### src/hw/rtl/assert_macros.svh
// Assertion macros shared by the walker RTL.
`ifndef ASSERT_MACROS_SVH
`define ASSERT_MACROS_SVH
`ifndef NO_ASSERTIONS
// Check a property at every clock edge outside reset.
`define PTW_ASSERT(lbl, prop, msg) \
    lbl: assert property (@(posedge clk) disable iff (!rst_n) (prop)) else $error(msg);
// Check that a condition in one cycle is followed by another in the next.
`define PTW_ASSERT_NEXT(lbl, ante, cons, msg) \
    lbl: assert property (@(posedge clk) disable iff (!rst_n) (ante) |=> (cons)) \
        else $error(msg);
`else
`define PTW_ASSERT(lbl, prop, msg)
`define PTW_ASSERT_NEXT(lbl, ante, cons, msg)
`endif
`endif

### src/hw/rtl/ptw_pkg.sv
// Types, constants and helper functions of the 16K-granule table walker.
`timescale 1ns / 1ps
package ptw_pkg;

    localparam int ADDR_W          = 48;
    localparam int DATA_W          = 64;
    localparam int IDX_W           = 11;
    localparam int ADDR_BITS_DEF   = 48;
    localparam int QUEUE_DEPTH_DEF = 2;

    localparam int LVL1_SHIFT = 36;
    localparam int LVL2_SHIFT = 25;
    localparam int LVL3_SHIFT = 14;

    localparam logic [1:0] LVL1 = 2'd1;
    localparam logic [1:0] LVL2 = 2'd2;
    localparam logic [1:0] LVL3 = 2'd3;

    // Low descriptor bits that mark a block
    localparam logic [1:0] DESC_BLOCK = 2'b01;
    localparam logic [1:0] DESC_PAGE  = 2'b11;

    localparam logic [ADDR_W-1:0] OFF_L1 = 48'h000F_FFFF_FFFF;
    localparam logic [ADDR_W-1:0] OFF_L2 = 48'h0000_01FF_FFFF;
    localparam logic [ADDR_W-1:0] OFF_L3 = 48'h0000_0000_3FFF;
    localparam logic [ADDR_W-1:0] PAGE_KEEP  = ~48'h0000_0000_0FFF;
    localparam logic [ADDR_W-1:0] TABLE_KEEP = ~48'h0000_0000_3FFF;

    typedef enum logic {
        MODE_REQUEST  = 1'b0,
        MODE_RESPONSE = 1'b1
    } mode_t;

    typedef enum logic {
        KIND_READ = 1'b0,
        KIND_DONE = 1'b1
    } kind_t;

    typedef enum logic [1:0] {
        ST_BLOCK   = 2'd0,
        ST_INVALID = 2'd1,
        ST_TABLE   = 2'd2,
        ST_IGNORED = 2'd3
    } status_t;

    // One classified request as it waits in the queue
    typedef struct packed {
        logic              is_resp;
        logic              stop_zero;
        logic [1:0]        stop;
        logic [ADDR_W-1:0] va;
        logic [ADDR_W-1:0] word;      // level 1 entry address or descriptor bits
        logic [ADDR_W-1:0] root_m;
        logic [1:0]        desc_type;
    } ptw_item_t;

    // Walk state seen by the top level
    typedef struct packed {
        logic       busy;
        logic [1:0] level;
        logic [1:0] stop;
        logic       pop;
    } ptw_stat_t;

    function automatic logic [ADDR_W-1:0] addr_mask(input int bits);
        logic [DATA_W-1:0] m;
        m = (64'd1 << bits) - 64'd1;
        return (bits >= ADDR_W) ? {ADDR_W{1'b1}} : m[ADDR_W-1:0];
    endfunction

    function automatic logic [IDX_W-1:0] level_index(input logic [ADDR_W-1:0] va,
                                                     input logic [1:0] lvl);
        logic [IDX_W-1:0] idx;
        unique case (lvl)
            LVL1:    idx = va[LVL1_SHIFT +: IDX_W];
            LVL2:    idx = va[LVL2_SHIFT +: IDX_W];
            default: idx = va[LVL3_SHIFT +: IDX_W];
        endcase
        return idx;
    endfunction

    // Descriptor address before masking: table + index * 8
    function automatic logic [ADDR_W-1:0] entry_sum(input logic [ADDR_W-1:0] tbl,
                                                    input logic [ADDR_W-1:0] va,
                                                    input logic [1:0] lvl);
        return tbl + ADDR_W'({level_index(va, lvl), 3'b000});
    endfunction

    function automatic logic [ADDR_W-1:0] offset_mask(input logic [1:0] lvl);
        logic [ADDR_W-1:0] m;
        unique case (lvl)
            LVL1:    m = OFF_L1;
            LVL2:    m = OFF_L2;
            default: m = OFF_L3;
        endcase
        return m;
    endfunction

endpackage

### src/hw/rtl/ptw_in_if.sv
// Input channel of the walker: translate requests and descriptor responses.
`timescale 1ns / 1ps
interface ptw_in_if;
    logic        valid;
    logic        ready;
    logic        mode;
    logic [47:0] virt_addr;
    logic [47:0] root_table;
    logic [1:0]  stop_level;
    logic [63:0] read_data;

    modport source (output valid, mode, virt_addr, root_table, stop_level, read_data,
                    input ready);
    modport sink   (input valid, mode, virt_addr, root_table, stop_level, read_data,
                    output ready);
endinterface

### src/hw/rtl/ptw_out_if.sv
// Output channel of the walker: descriptor reads and walk answers.
`timescale 1ns / 1ps
interface ptw_out_if;
    logic        valid;
    logic        ready;
    logic        kind;
    logic [47:0] address;
    logic [1:0]  level;
    logic [47:0] entry_addr;
    logic [1:0]  status;

    modport source (output valid, kind, address, level, entry_addr, status,
                    input ready);
    modport sink   (input valid, kind, address, level, entry_addr, status,
                    output ready);
endinterface

### src/hw/rtl/ptw_front.sv
// Front end: accept requests and classify them into queue items.
`timescale 1ns / 1ps
module ptw_front
    import ptw_pkg::*;
#(
    parameter int ADDR_BITS = ADDR_BITS_DEF
) (
    ptw_in_if.sink    walk_in,
    input  logic      q_ready,
    output logic      q_push,
    output ptw_item_t q_item
);

    localparam logic [ADDR_W-1:0] ADDR_MASK = addr_mask(ADDR_BITS);

    assign walk_in.ready = q_ready;
    assign q_push        = walk_in.valid && q_ready;

    always_comb
    begin
        q_item           = '0;
        q_item.is_resp   = (walk_in.mode == MODE_RESPONSE);
        q_item.stop_zero = (walk_in.stop_level == 2'd0);
        q_item.stop      = walk_in.stop_level;
        q_item.va        = walk_in.virt_addr;
        q_item.root_m    = walk_in.root_table & ADDR_MASK;
        q_item.desc_type = walk_in.read_data[1:0];
        // Level 1 entry address needs no walk state: work it out here
        if (walk_in.mode == MODE_RESPONSE)
        begin
            q_item.word = walk_in.read_data[ADDR_W-1:0];
        end
        else
        begin
            q_item.word = entry_sum(walk_in.root_table, walk_in.virt_addr, LVL1) & ADDR_MASK;
        end
    end

endmodule

### src/hw/rtl/ptw_queue.sv
// Small register queue between the front end and the walk engine.
`timescale 1ns / 1ps
module ptw_queue
    import ptw_pkg::*;
#(
    parameter int DEPTH = QUEUE_DEPTH_DEF
) (
    input  logic                       clk,
    input  logic                       rst_n,
    input  logic                       push,
    input  ptw_item_t                  push_item,
    output logic                       not_full,
    input  logic                       pop,
    output logic                       not_empty,
    output ptw_item_t                  head,
    output logic [$clog2(DEPTH+1)-1:0] count
);

    localparam int PTR_W = $clog2(DEPTH);
    localparam int CNT_W = $clog2(DEPTH + 1);

    ptw_item_t          mem [DEPTH];
    logic [PTR_W-1:0]   wr_ptr_reg, wr_ptr_next;
    logic [PTR_W-1:0]   rd_ptr_reg, rd_ptr_next;
    logic [CNT_W-1:0]   count_reg,  count_next;

    assign not_full  = (count_reg != CNT_W'(DEPTH));
    assign not_empty = (count_reg != '0);
    assign head      = mem[rd_ptr_reg];
    assign count     = count_reg;

    always_comb
    begin
        wr_ptr_next = wr_ptr_reg;
        rd_ptr_next = rd_ptr_reg;
        if (push)
        begin
            wr_ptr_next = (wr_ptr_reg == PTR_W'(DEPTH - 1)) ? '0 : wr_ptr_reg + 1'b1;
        end
        if (pop)
        begin
            rd_ptr_next = (rd_ptr_reg == PTR_W'(DEPTH - 1)) ? '0 : rd_ptr_reg + 1'b1;
        end
        count_next = count_reg + CNT_W'(push) - CNT_W'(pop);
    end

    always_ff @(posedge clk)
    begin
        if (push)
        begin
            mem[wr_ptr_reg] <= push_item;
        end
    end

    always_ff @(posedge clk or negedge rst_n)
    begin
        if (!rst_n)
        begin
            wr_ptr_reg <= '0;
            rd_ptr_reg <= '0;
            count_reg  <= '0;
        end
        else
        begin
            wr_ptr_reg <= wr_ptr_next;
            rd_ptr_reg <= rd_ptr_next;
            count_reg  <= count_next;
        end
    end

endmodule

### src/hw/rtl/ptw_back.sv
// Walk engine: hold walk state, step it per item, register the answer.
`timescale 1ns / 1ps
module ptw_back
    import ptw_pkg::*;
#(
    parameter int ADDR_BITS = ADDR_BITS_DEF
) (
    input  logic       clk,
    input  logic       rst_n,
    input  logic       q_valid,
    input  ptw_item_t  q_item,
    output logic       q_pop,
    ptw_out_if.source  walk_out,
    output ptw_stat_t  stat
);

    localparam logic [ADDR_W-1:0] ADDR_MASK  = addr_mask(ADDR_BITS);
    localparam logic [ADDR_W-1:0] PA_MASK    = ADDR_MASK & PAGE_KEEP;
    localparam logic [ADDR_W-1:0] TABLE_MASK = ADDR_MASK & TABLE_KEEP;

    logic              busy_reg,  busy_next;
    logic [ADDR_W-1:0] va_reg,    va_next;
    logic [1:0]        level_reg, level_next;
    logic [1:0]        stop_reg,  stop_next;
    logic [ADDR_W-1:0] ent_reg,   ent_next;

    logic              out_valid_reg, out_valid_next;
    logic              kind_reg,      kind_next;
    logic [ADDR_W-1:0] addr_reg,      addr_next;
    logic [1:0]        lvl_o_reg,     lvl_o_next;
    logic [ADDR_W-1:0] eaddr_reg,     eaddr_next;
    logic [1:0]        status_reg,    status_next;

    logic [1:0]        lvl_inc;
    logic [1:0]        block_code;
    logic [ADDR_W-1:0] off;
    logic [ADDR_W-1:0] next_tbl;
    logic [ADDR_W-1:0] next_ent;

    assign q_pop = q_valid && (!out_valid_reg || walk_out.ready);

    assign lvl_inc    = level_reg + 2'd1;
    assign block_code = (level_reg == LVL3) ? DESC_PAGE : DESC_BLOCK;
    assign off        = offset_mask(level_reg);
    assign next_tbl   = q_item.word & TABLE_MASK;
    assign next_ent   = entry_sum(next_tbl, va_reg, lvl_inc) & ADDR_MASK;

    always_comb
    begin
        busy_next   = busy_reg;
        va_next     = va_reg;
        level_next  = level_reg;
        stop_next   = stop_reg;
        ent_next    = ent_reg;

        out_valid_next = walk_out.ready ? 1'b0 : out_valid_reg;
        kind_next   = kind_reg;
        addr_next   = addr_reg;
        lvl_o_next  = lvl_o_reg;
        eaddr_next  = eaddr_reg;
        status_next = status_reg;

        if (q_pop)
        begin
            out_valid_next = 1'b1;
            // Default answer: ignored, report the walk position
            kind_next   = KIND_DONE;
            addr_next   = '0;
            lvl_o_next  = level_reg;
            eaddr_next  = ent_reg;
            status_next = ST_IGNORED;
            priority if (!q_item.is_resp)
            begin
                priority if (busy_reg)
                begin
                    status_next = ST_IGNORED;
                end
                else if (q_item.stop_zero)
                begin
                    addr_next   = q_item.root_m;
                    lvl_o_next  = LVL1;
                    eaddr_next  = '0;
                    status_next = ST_TABLE;
                end
                else
                begin
                    busy_next   = 1'b1;
                    va_next     = q_item.va;
                    stop_next   = q_item.stop;
                    level_next  = LVL1;
                    ent_next    = q_item.word;
                    kind_next   = KIND_READ;
                    addr_next   = q_item.word;
                    lvl_o_next  = LVL1;
                    eaddr_next  = q_item.word;
                    status_next = ST_BLOCK;
                end
            end
            else if (!busy_reg)
            begin
                status_next = ST_IGNORED;
            end
            else if (!q_item.desc_type[0])
            begin
                busy_next   = 1'b0;
                status_next = ST_INVALID;
            end
            else if (q_item.desc_type == block_code)
            begin
                busy_next   = 1'b0;
                addr_next   = (q_item.word & PA_MASK & ~off) | (va_reg & off);
                status_next = ST_BLOCK;
            end
            else if ((level_reg >= stop_reg) || (level_reg == LVL3))
            begin
                busy_next   = 1'b0;
                addr_next   = next_tbl;
                status_next = ST_TABLE;
            end
            else
            begin
                level_next  = lvl_inc;
                ent_next    = next_ent;
                kind_next   = KIND_READ;
                addr_next   = next_ent;
                lvl_o_next  = lvl_inc;
                eaddr_next  = next_ent;
                status_next = ST_BLOCK;
            end
        end
    end

    always_ff @(posedge clk or negedge rst_n)
    begin
        if (!rst_n)
        begin
            busy_reg      <= 1'b0;
            va_reg        <= '0;
            level_reg     <= LVL1;
            stop_reg      <= LVL3;
            ent_reg       <= '0;
            out_valid_reg <= 1'b0;
        end
        else
        begin
            busy_reg      <= busy_next;
            va_reg        <= va_next;
            level_reg     <= level_next;
            stop_reg      <= stop_next;
            ent_reg       <= ent_next;
            out_valid_reg <= out_valid_next;
        end
    end

    always_ff @(posedge clk)
    begin
        kind_reg   <= kind_next;
        addr_reg   <= addr_next;
        lvl_o_reg  <= lvl_o_next;
        eaddr_reg  <= eaddr_next;
        status_reg <= status_next;
    end

    assign walk_out.valid      = out_valid_reg;
    assign walk_out.kind       = kind_reg;
    assign walk_out.address    = addr_reg;
    assign walk_out.level      = lvl_o_reg;
    assign walk_out.entry_addr = eaddr_reg;
    assign walk_out.status     = status_reg;

    assign stat.busy  = busy_reg;
    assign stat.level = level_reg;
    assign stat.stop  = stop_reg;
    assign stat.pop   = q_pop;

endmodule

### src/hw/rtl/page_table_walker_16k_top.sv
// Top level of the 16K-granule translation table walker.
//
// Walks ARMv8 16K-granule tables from level 1. Every request on walk_in gets
// exactly one answer on walk_out, in order. A translate request (mode 0)
// answers with the read of its level 1 descriptor (kind 0), or at once with
// status "ended at table" when the stop level is zero. Each descriptor
// response (mode 1) answers with the next level's read, or ends the walk:
// block found (physical address = descriptor output bits OR the virtual
// offset), invalid entry, or ended at table (address of the next table)
// once the stop level or level 3 is reached. A translate request during a
// walk, or a response with no walk open, is answered with status "ignored"
// and leaves the walk untouched. Root tables are always physical; the
// kernel-virtual path is not built. Rate: one request per cycle while
// walk_out is ready. The front end classifies a request and computes its
// level 1 entry address in the cycle it is accepted, writing it into a
// QUEUE_DEPTH-entry queue; the walk engine takes one queue item per cycle
// while its output register is free or being taken, steps the walk state
// with one 48-bit add and registers the answer: a request passes the queue
// and its answer the output register. The queue and output register let
// either side stall independently. ADDR_BITS (40 to 52) sets the physical
// address width kept by the walker; addresses are reported in 48 bits.
`timescale 1ns / 1ps
`include "assert_macros.svh"
module page_table_walker_16k_top
    import ptw_pkg::*;
#(
    parameter int ADDR_BITS   = ADDR_BITS_DEF,
    parameter int QUEUE_DEPTH = QUEUE_DEPTH_DEF
) (
    input  logic       clk,
    input  logic       rst_n,
    ptw_in_if.sink     walk_in,
    ptw_out_if.source  walk_out
);

    // Queue handshake between front end and walk engine
    logic                             q_push;
    logic                             q_pop;
    logic                             q_not_full;
    logic                             q_not_empty;
    ptw_item_t                        q_in_item;
    ptw_item_t                        q_head;
    logic [$clog2(QUEUE_DEPTH+1)-1:0] q_count;
    ptw_stat_t                        back_stat;

    // Classify requests; stall the input only when the queue is full
    ptw_front #(
        .ADDR_BITS (ADDR_BITS)
    ) u_front (
        .walk_in (walk_in),
        .q_ready (q_not_full),
        .q_push  (q_push),
        .q_item  (q_in_item)
    );

    ptw_queue #(
        .DEPTH (QUEUE_DEPTH)
    ) u_queue (
        .clk       (clk),
        .rst_n     (rst_n),
        .push      (q_push),
        .push_item (q_in_item),
        .not_full  (q_not_full),
        .pop       (q_pop),
        .not_empty (q_not_empty),
        .head      (q_head),
        .count     (q_count)
    );

    // Step the walk and hold the answer until the sink takes it
    ptw_back #(
        .ADDR_BITS (ADDR_BITS)
    ) u_back (
        .clk      (clk),
        .rst_n    (rst_n),
        .q_valid  (q_not_empty),
        .q_item   (q_head),
        .q_pop    (q_pop),
        .walk_out (walk_out),
        .stat     (back_stat)
    );

    // An open walk never goes deeper than its stop level
    `PTW_ASSERT(a_level_within_stop, back_stat.busy |-> (back_stat.level <= back_stat.stop), "walk level passed stop level")
    // A pending descriptor read always belongs to an open walk
    `PTW_ASSERT(a_read_has_walk, (walk_out.valid && (walk_out.kind == KIND_READ)) |-> back_stat.busy, "read request with no walk open")
    // Every item taken from the queue shows up as an answer next cycle
    `PTW_ASSERT_NEXT(a_pop_gives_answer, back_stat.pop, walk_out.valid, "queue item produced no answer")
    // The queue count stays within its depth
    `PTW_ASSERT(a_queue_bound, q_count <= ($clog2(QUEUE_DEPTH+1))'(QUEUE_DEPTH), "queue count exceeds depth")

endmodule
### src/flat_wrapper.sv
// flat-port wrapper written by rule: the top's interface ports become plain ports
module page_table_walker_16k_top_flat import ptw_pkg::*;
#(
    parameter int ADDR_BITS   = ADDR_BITS_DEF,
    parameter int QUEUE_DEPTH = QUEUE_DEPTH_DEF
)
  (clk, rst_n, walk_in_valid, walk_in_mode, walk_in_virt_addr, walk_in_root_table, walk_in_stop_level, walk_in_read_data, walk_in_ready, walk_out_valid, walk_out_kind, walk_out_address, walk_out_level, walk_out_entry_addr, walk_out_status, walk_out_ready);
  ptw_in_if walk_in_i ();
  ptw_out_if walk_out_i ();
  input  logic clk;
  input  logic rst_n;
  input wire logic [$bits(walk_in_i.valid)-1:0] walk_in_valid;
  input wire logic [$bits(walk_in_i.mode)-1:0] walk_in_mode;
  input wire logic [$bits(walk_in_i.virt_addr)-1:0] walk_in_virt_addr;
  input wire logic [$bits(walk_in_i.root_table)-1:0] walk_in_root_table;
  input wire logic [$bits(walk_in_i.stop_level)-1:0] walk_in_stop_level;
  input wire logic [$bits(walk_in_i.read_data)-1:0] walk_in_read_data;
  output wire logic [$bits(walk_in_i.ready)-1:0] walk_in_ready;
  output wire logic [$bits(walk_out_i.valid)-1:0] walk_out_valid;
  output wire logic [$bits(walk_out_i.kind)-1:0] walk_out_kind;
  output wire logic [$bits(walk_out_i.address)-1:0] walk_out_address;
  output wire logic [$bits(walk_out_i.level)-1:0] walk_out_level;
  output wire logic [$bits(walk_out_i.entry_addr)-1:0] walk_out_entry_addr;
  output wire logic [$bits(walk_out_i.status)-1:0] walk_out_status;
  input wire logic [$bits(walk_out_i.ready)-1:0] walk_out_ready;
  assign walk_in_i.valid = walk_in_valid;
  assign walk_in_i.mode = walk_in_mode;
  assign walk_in_i.virt_addr = walk_in_virt_addr;
  assign walk_in_i.root_table = walk_in_root_table;
  assign walk_in_i.stop_level = walk_in_stop_level;
  assign walk_in_i.read_data = walk_in_read_data;
  assign walk_in_ready = walk_in_i.ready;
  assign walk_out_valid = walk_out_i.valid;
  assign walk_out_kind = walk_out_i.kind;
  assign walk_out_address = walk_out_i.address;
  assign walk_out_level = walk_out_i.level;
  assign walk_out_entry_addr = walk_out_i.entry_addr;
  assign walk_out_status = walk_out_i.status;
  assign walk_out_i.ready = walk_out_ready;
  page_table_walker_16k_top #(.ADDR_BITS(ADDR_BITS), .QUEUE_DEPTH(QUEUE_DEPTH)) u_core (.clk(clk), .rst_n(rst_n), .walk_in(walk_in_i), .walk_out(walk_out_i));
endmodule
### config.mk
export PLATFORM = sky130hd
export DESIGN_NAME = page_table_walker_16k_top_flat
export DESIGN_NICKNAME = d
export VERILOG_FILES = /design/src/hw/rtl/ptw_pkg.sv /design/src/hw/rtl/ptw_in_if.sv /design/src/hw/rtl/ptw_out_if.sv /design/src/hw/rtl/ptw_front.sv /design/src/hw/rtl/ptw_queue.sv /design/src/hw/rtl/ptw_back.sv /design/src/hw/rtl/page_table_walker_16k_top.sv /design/src/flat_wrapper.sv
export VERILOG_INCLUDE_DIRS = /design/src /design/src/hw/rtl
export SDC_FILE = /design/constraint.sdc
export NUM_CORES = 1
export LEC_CHECK = 0
export ABC_CLOCK_PERIOD_IN_PS = 15700
export BUFFER_PORTS_ARGS = -buffer_cell sky130_fd_sc_hd__buf_2
export CAP_MARGIN = 20
export CORE_MARGIN = 4
export CORE_UTILIZATION = 55
export DETAILED_ROUTE_END_ITERATION = 6
export PLACE_DENSITY_LB_ADDON = 0.3
export SLEW_MARGIN = 0
export SYNTH_ARGS = -nofsm -noshare
export SYNTH_HDL_FRONTEND = slang
export SYNTH_SLANG_ARGS = --single-unit
### constraint.sdc
create_clock -name clk -period 15.7 [get_ports clk]
set_clock_uncertainty 0.1 [all_clocks]
set_input_delay 2.355 -clock clk [delete_from_list [all_inputs] [get_ports clk]]
set_output_delay 2.355 -clock clk [all_outputs]
set_load 0.1 [all_outputs]
After elaboration in Yosys (flattened, before gate mapping)
Memories as Yosys holds them, arrays and structs flattened.
Cells that the tools add are included.
- memories kept: 1
- input bits: 167
- logic and storage cells: 107
- bits in writable memories: 300
- register bits after elaboration: 207
- output and inout bits: 103
- memory list (memory ; words ; bits a word ; read ports ; clocked after memory_dff ; write ports ; RTL line ; source):
    u_core.u_queue.mem ; 2 ; 150 ; 1 ; 0 ; 1 ; ptw_queue.sv:22 ; ptw_item_t mem [DEPTH];
- eq/ne operators: 9
- add/sub/neg operators: 7
- reductions and logical operators: 10
- bitwise logic cells: 7
- mux-type cells: 58
- order comparisons: 1
- operators by type and width (kind ; number):
    $mux W48 ; 18
    $add A48 B14 Y48 ; 2
    $pmux W36 S2 ; 1
    $and A48 B36 Y48 ; 1
    $and A48 B48 Y48 ; 1
    $not A36 Y48 ; 1
    $or A48 B48 Y48 ; 1
    $mux W2 ; 17
    $pmux W11 S2 ; 1
    $mux W1 ; 20
    $mux W11 ; 1
    $eq A2 B2 Y1 const B ; 3
    $ne A2 B2 Y1 const B ; 3
    $eq A2 B1 Y1 const B ; 2
    $reduce_and A4 Y1 ; 1
    $reduce_bool A2 Y1 ; 2
    $not A1 Y1 ; 3
    $reduce_and A3 Y1 ; 1
    $add A1 B1 Y1 const B ; 2
    $add A2 B1 Y2 ; 1
    $add A2 B1 Y2 const B ; 1
    $eq A2 B2 Y1 ; 1
    $ge A2 B2 Y1 ; 1
    $logic_and A1 B1 Y1 ; 2
    other kinds (4) ; 5

Depth between registers and ports, before layout
- depth after elaboration: 9
- depth in mapped cells: 10
- gate-level depth less buffers: 8

By module
From an unflattened synthesis, not the netlist that was laid out.
- cells, all modules: 1576
- area, all modules: 23049.6 µm²
- by module, submodules not included (module ; cells each ; times used ; sequential area each (µm²) ; area each (µm²)):
    ptw_queue ; 482 ; 1 ; 9108.7 ; 11388.4
    ptw_back ; 726 ; 1 ; 5564.1 ; 9076.2
    ptw_front ; 368 ; 1 ; 0.0 ; 2585.0

Least setup slack after synthesis
No wires, ideal clock.
- path type: input -> register
- start: input port walk_in_valid
- end: memory u_core.u_queue.mem[0][0] (netlist bit) (enable)
- setup time: 0.660 ns
- required time: 14.940 ns
- buffers on the path: 0
- data arrival time: 8.693 ns
- cell stages on the path: 2
- slack: 6.246 ns
- cell sequence: nand2_1 nor2_1
- longest elaborated chain between the ends: 3
- RTL lines (what ; RTL line ; source):
    from (decl) ; flat_wrapper.sv:12 ; input wire logic [$bits(walk_in_i.valid)-1:0] walk_in_valid;
    $logic_and A1 B1 Y1 ; ptw_front.sv:17 ; assign q_push = walk_in.valid && q_ready;
    $mux W1 ; ptw_queue.sv:49 ; if (push)
    $mux W1 (not written as such) ; ptw_queue.sv:51 ; mem[wr_ptr_reg] <= push_item;
    to (decl) ; ptw_queue.sv:22 ;
No other way between the ends.

==> results <==
- After synthesis, flip-flops and latches occupy 69.25% of the total area.
- The transition time at the pin with the least slew margin is 1.086 ns.
- The number of port buffers is 252.
- The net count of the mapped netlist is 1724.
- The floorplan step defined a die boundary enclosing 41570 um^2.
- Summing the areas of all and, or, nand and nor instances in the mapped netlist gives 6.890% of the synthesized area.
- The multiplexer area fraction after synthesis is 7.459%.
- The mapped cell area is 21100 um^2.
- The total number of placement rows is 71.
- The final hold violation count came to 0.
- The global routing usage summed across all routing layers is 25.40%.
- The diode insertion count for antenna repair is 0.
- Leaving out fill and tap cells, the most frequent cells in the layout are 399 x sky130_fd_sc_hd__edfxtp_1, 251 x sky130_fd_sc_hd__buf_2, 244 x sky130_fd_sc_hd__nand2_1.
- The post-layout minimum cycle time is 4.759 ns.
- Among all flip-flop cells after synthesis, the most frequent one is sky130_fd_sc_hd__edfxtp_1.
- The via count is 13800.
- The DRC violation count after routing is 0.
- The tightest min-delay check is of the flip-flop to flip-flop type.
- The worst setup path is launched from a primary input.
- Clock-pin slew was measured on the worst setup and hold paths at 0.06 ns.
- The total routed wirelength is 53.40 mm.
- IR analysis of the VDD net gives a maximum drop of 190.6 uV.
- After detailed placement, the design holds a cell count of 2232.
- The worst setup path is captured at a flip-flop.
- The synthesized netlist devotes 1.909% of its cell area to XOR and XNOR gates.
- The clock tree from TritonCTS is built.
- The worst pin sits at a relative slew slack of 27.32%.
- The final critical path takes up 30.31% of the cycle.
- Summing the areas of all compound-gate instances in the mapped netlist gives 11.35% of the synthesized area.
- By startpoint and endpoint, the worst setup path is classified as primary input to flip-flop.
- The combinational family with the most area after synthesis is compound AO/OA/AOI/OAI gates.
- The share of synthesized cell area in full adder, half adder and majority cells is 1.221%.
- Data arrives at the worst endpoint at 5.07 ns.
- From bottom edge to top edge, the die measures 203.9 um.
- Max-cap violations in this run came to 0.
- The post-route netlist has 21.95% of its cells at a drive strength greater than 1.
- 270 I/O pins were placed.
- Dividing the detail-routed via count by the number of cells gives 5.925.
- The initial antenna violation count is 2.
- The TritonCTS buffer count is 52.
- The worst hold slack is 0.3749 ns.
- The most area-hungry cell type in the Yosys netlist is sky130_fd_sc_hd__edfxtp_1.
- For this run, the post-layout net count is 1963.
- The number of DRC markers after the initial detailed-route iteration is 1503.
- After clock tree synthesis, the setup repair step added 0 buffers.
- Setup repair after global routing left no endpoint under its margin.
- The initial utilization of the core area, before any placement, comes to 55.89%.
- After technology mapping, the gate count stands at 1537.
- For this run, the number of Yosys warnings is 0.
- Detailed placement finished with a half-perimeter wire length of 34.57 mm.
- By area the synthesized netlist is led by sky130_fd_sc_hd__edfxtp_1 57%, sky130_fd_sc_hd__dfrtp_1 12%, sky130_fd_sc_hd__mux2i_1 6.5%.
- The area of the core is 37760 um^2.
- For the worst setup path, the data required time is 16.02 ns.
- The via count of the first global-routing pass was 13792.
- The global-route wire length before repair is 80.85 mm.
- In this run the worst path has a maximum fanout of 70.
- Entering global routing, the biggest net connects 150 pins.
- The setup TNS is 0 ns.
- The non-filler instance count after layout is 2329.
- After clock tree synthesis, the flow added hold-fix buffers numbering 0.
- The number of synthesized register bits is 504.
- The flow ran to the end, and the final reports show no timing, DRC or antenna violations.
- The number of pins exceeding their max-slew limit in the final report was 0.
- The register with the most flip-flops in the final layout is u_core.u_queue.mem.
- Leaving out fill and tap cells, the most frequent cell in the layout is sky130_fd_sc_hd__edfxtp_1.
- The fraction of synthesized cell area taken by the top area cell type is 56.78%.
- The floorplan step set the die width to 203.9 um.
- In this run, distinct cell masters in the synthesized netlist total 62.
- The post-cts gate resize count is 0.
- Summed over all cells, the static leakage comes to 9.635 nW.
- The maximum level of the CTS H-tree is 2.
- The highest achievable clock rate is 210.1 MHz.
- The library cell used as clock root buffer is sky130_fd_sc_hd__clkbuf_16.
- For this run, asynchronously set or reset flops after synthesis account for 20.83%.
- In the final routed layout, each cell accounts on average for 22.93 um.
- Relative to the synthesized area, the layout overhead comes to 16.30%.
- The register with the most flip-flops in the layout has 298 of them.
- Setup violations remaining at the end of the flow were counted as 0.
- The number of nets still failing antenna checks after routing is 0.
- The CTS sink count is 504.
- A synthesized cell averages 13.73 um^2.
- The longest clock path from root to sink contains 3 buffers.
- The worst-skew pair later-pin latency is 0.58 ns.
- For this run, the detailed router's first-pass iteration total came to 5.
- Routability-driven placement finished with a final weighted congestion of 0.8940.
- Counting flops with a built-in enable in the synthesized netlist gives 399.
- The sum of overflow across all layers after global routing is 0.
- In this run the power density over the cells is 235.7 nW/um^2.
- The post-route core utilization is 65.01%.
cells by family after synthesis:
group | after synthesis
buffers and inverters | 96
multiplexers | 155
flip-flops | 504
XOR/XNOR | 46
AND/OR/NAND/NOR | 342
AO/OA/AOI/OAI | 374
adder cells (fa/ha/maj) | 20
per-stage QoR:
stage | instance area (um^2) | total power (W) | setup WS [ns]
2_1_floorplan | 21100 | 0.004048 | 6.246
3_3_place_gp | 22830 | 0.004527 | 10.51
3_5_place_dp | 22830 | 0.004582 | 10.41
4_1_cts | 24530 | 0.005809 | 11.01
5_1_grt | 24540 | 0.006031 | 10.74
6_report | 24540 | 0.005786 | 10.94
synthesized netlist by cell type, types with 9 or more instances:
cell type	number
sky130_fd_sc_hd__clkbuf_1	53
sky130_fd_sc_hd__a21oi_1	43
sky130_fd_sc_hd__a211oi_1	10
sky130_fd_sc_hd__o21ai_0	171
sky130_fd_sc_hd__buf_2	24
sky130_fd_sc_hd__inv_1	12
sky130_fd_sc_hd__nand2_1	246
sky130_fd_sc_hd__edfxtp_1	399
sky130_fd_sc_hd__ha_1	19
sky130_fd_sc_hd__mux2i_1	137
sky130_fd_sc_hd__o211ai_1	40
sky130_fd_sc_hd__dfrtp_1	102
sky130_fd_sc_hd__o221ai_1	32
sky130_fd_sc_hd__nand3_1	13
sky130_fd_sc_hd__o22ai_1	15
sky130_fd_sc_hd__xor2_1	20
sky130_fd_sc_hd__mux2_2	18
sky130_fd_sc_hd__xnor2_1	26
sky130_fd_sc_hd__nor3_1	9
sky130_fd_sc_hd__nor2_1	37
path summary, 6_finish.rpt:
check	from	cells after the start	slack (ns)	endpoint
worst max-delay path	walk_out_ready	7	10.94	u_core.u_back.va_reg[40]
worst min-delay path	u_core.u_back.ent_reg[40]	2	0.37	u_core.u_back.ent_reg[40]
worst max register to register	u_core.u_queue.rd_ptr_reg	5	11.49	u_core.u_back.walk_out.entry_addr[5]
worst min register to register	u_core.u_back.ent_reg[40]	2	0.37	u_core.u_back.ent_reg[40]
max in group asynchronous	rst_n	2	12.45	u_core.u_queue.rd_ptr_reg
min in group asynchronous	rst_n	1	1.73	u_core.u_back.ent_reg[39]
report_power, final:
part	internal, W	switching, W	leakage, nW
Clock	0.000729	0.000496	0.837
Sequential	0.00200	0.000235	5.09
Combinational	0.000477	0.00185	3.71
routing by layer:
| layer | vias to the layer above | GRT usage [%] | part of all wire (%) |
|---|---|---|---|
| met3 | 106 | 4.316 | 7.1 |
| met5 | - | 0 | 0 |
| met2 | 631 | 42.47 | 49 |
| met1 | 6789 | 34.17 | 41 |
| met4 | 0 | 8.745 | 3.0 |
| li1 | 6274 | - | - |
critical path: stages:
cell and delay (ns):
sky130_fd_sc_hd__buf_2 0.09, sky130_fd_sc_hd__nand2b_1 0.14, sky130_fd_sc_hd__o21ai_1 0.50, sky130_fd_sc_hd__inv_4 0.49
sky130_fd_sc_hd__nand2_2 0.61, sky130_fd_sc_hd__buf_4 0.59, sky130_fd_sc_hd__o21ai_0 0.24
area by class of cell:
class                           instances  area (um^2)
Timing Repair Buffer                  269         1411
Multi-Input combinational cell        937         6127
Sequential cell                       504        14620
Fill cell                            2736        13210
Clock buffer                           73         1461
Clock inverter                         23        240.2
Tap cell                              511        639.4
Inverter                               12        47.55
Power figures use the tool's default switching activity.
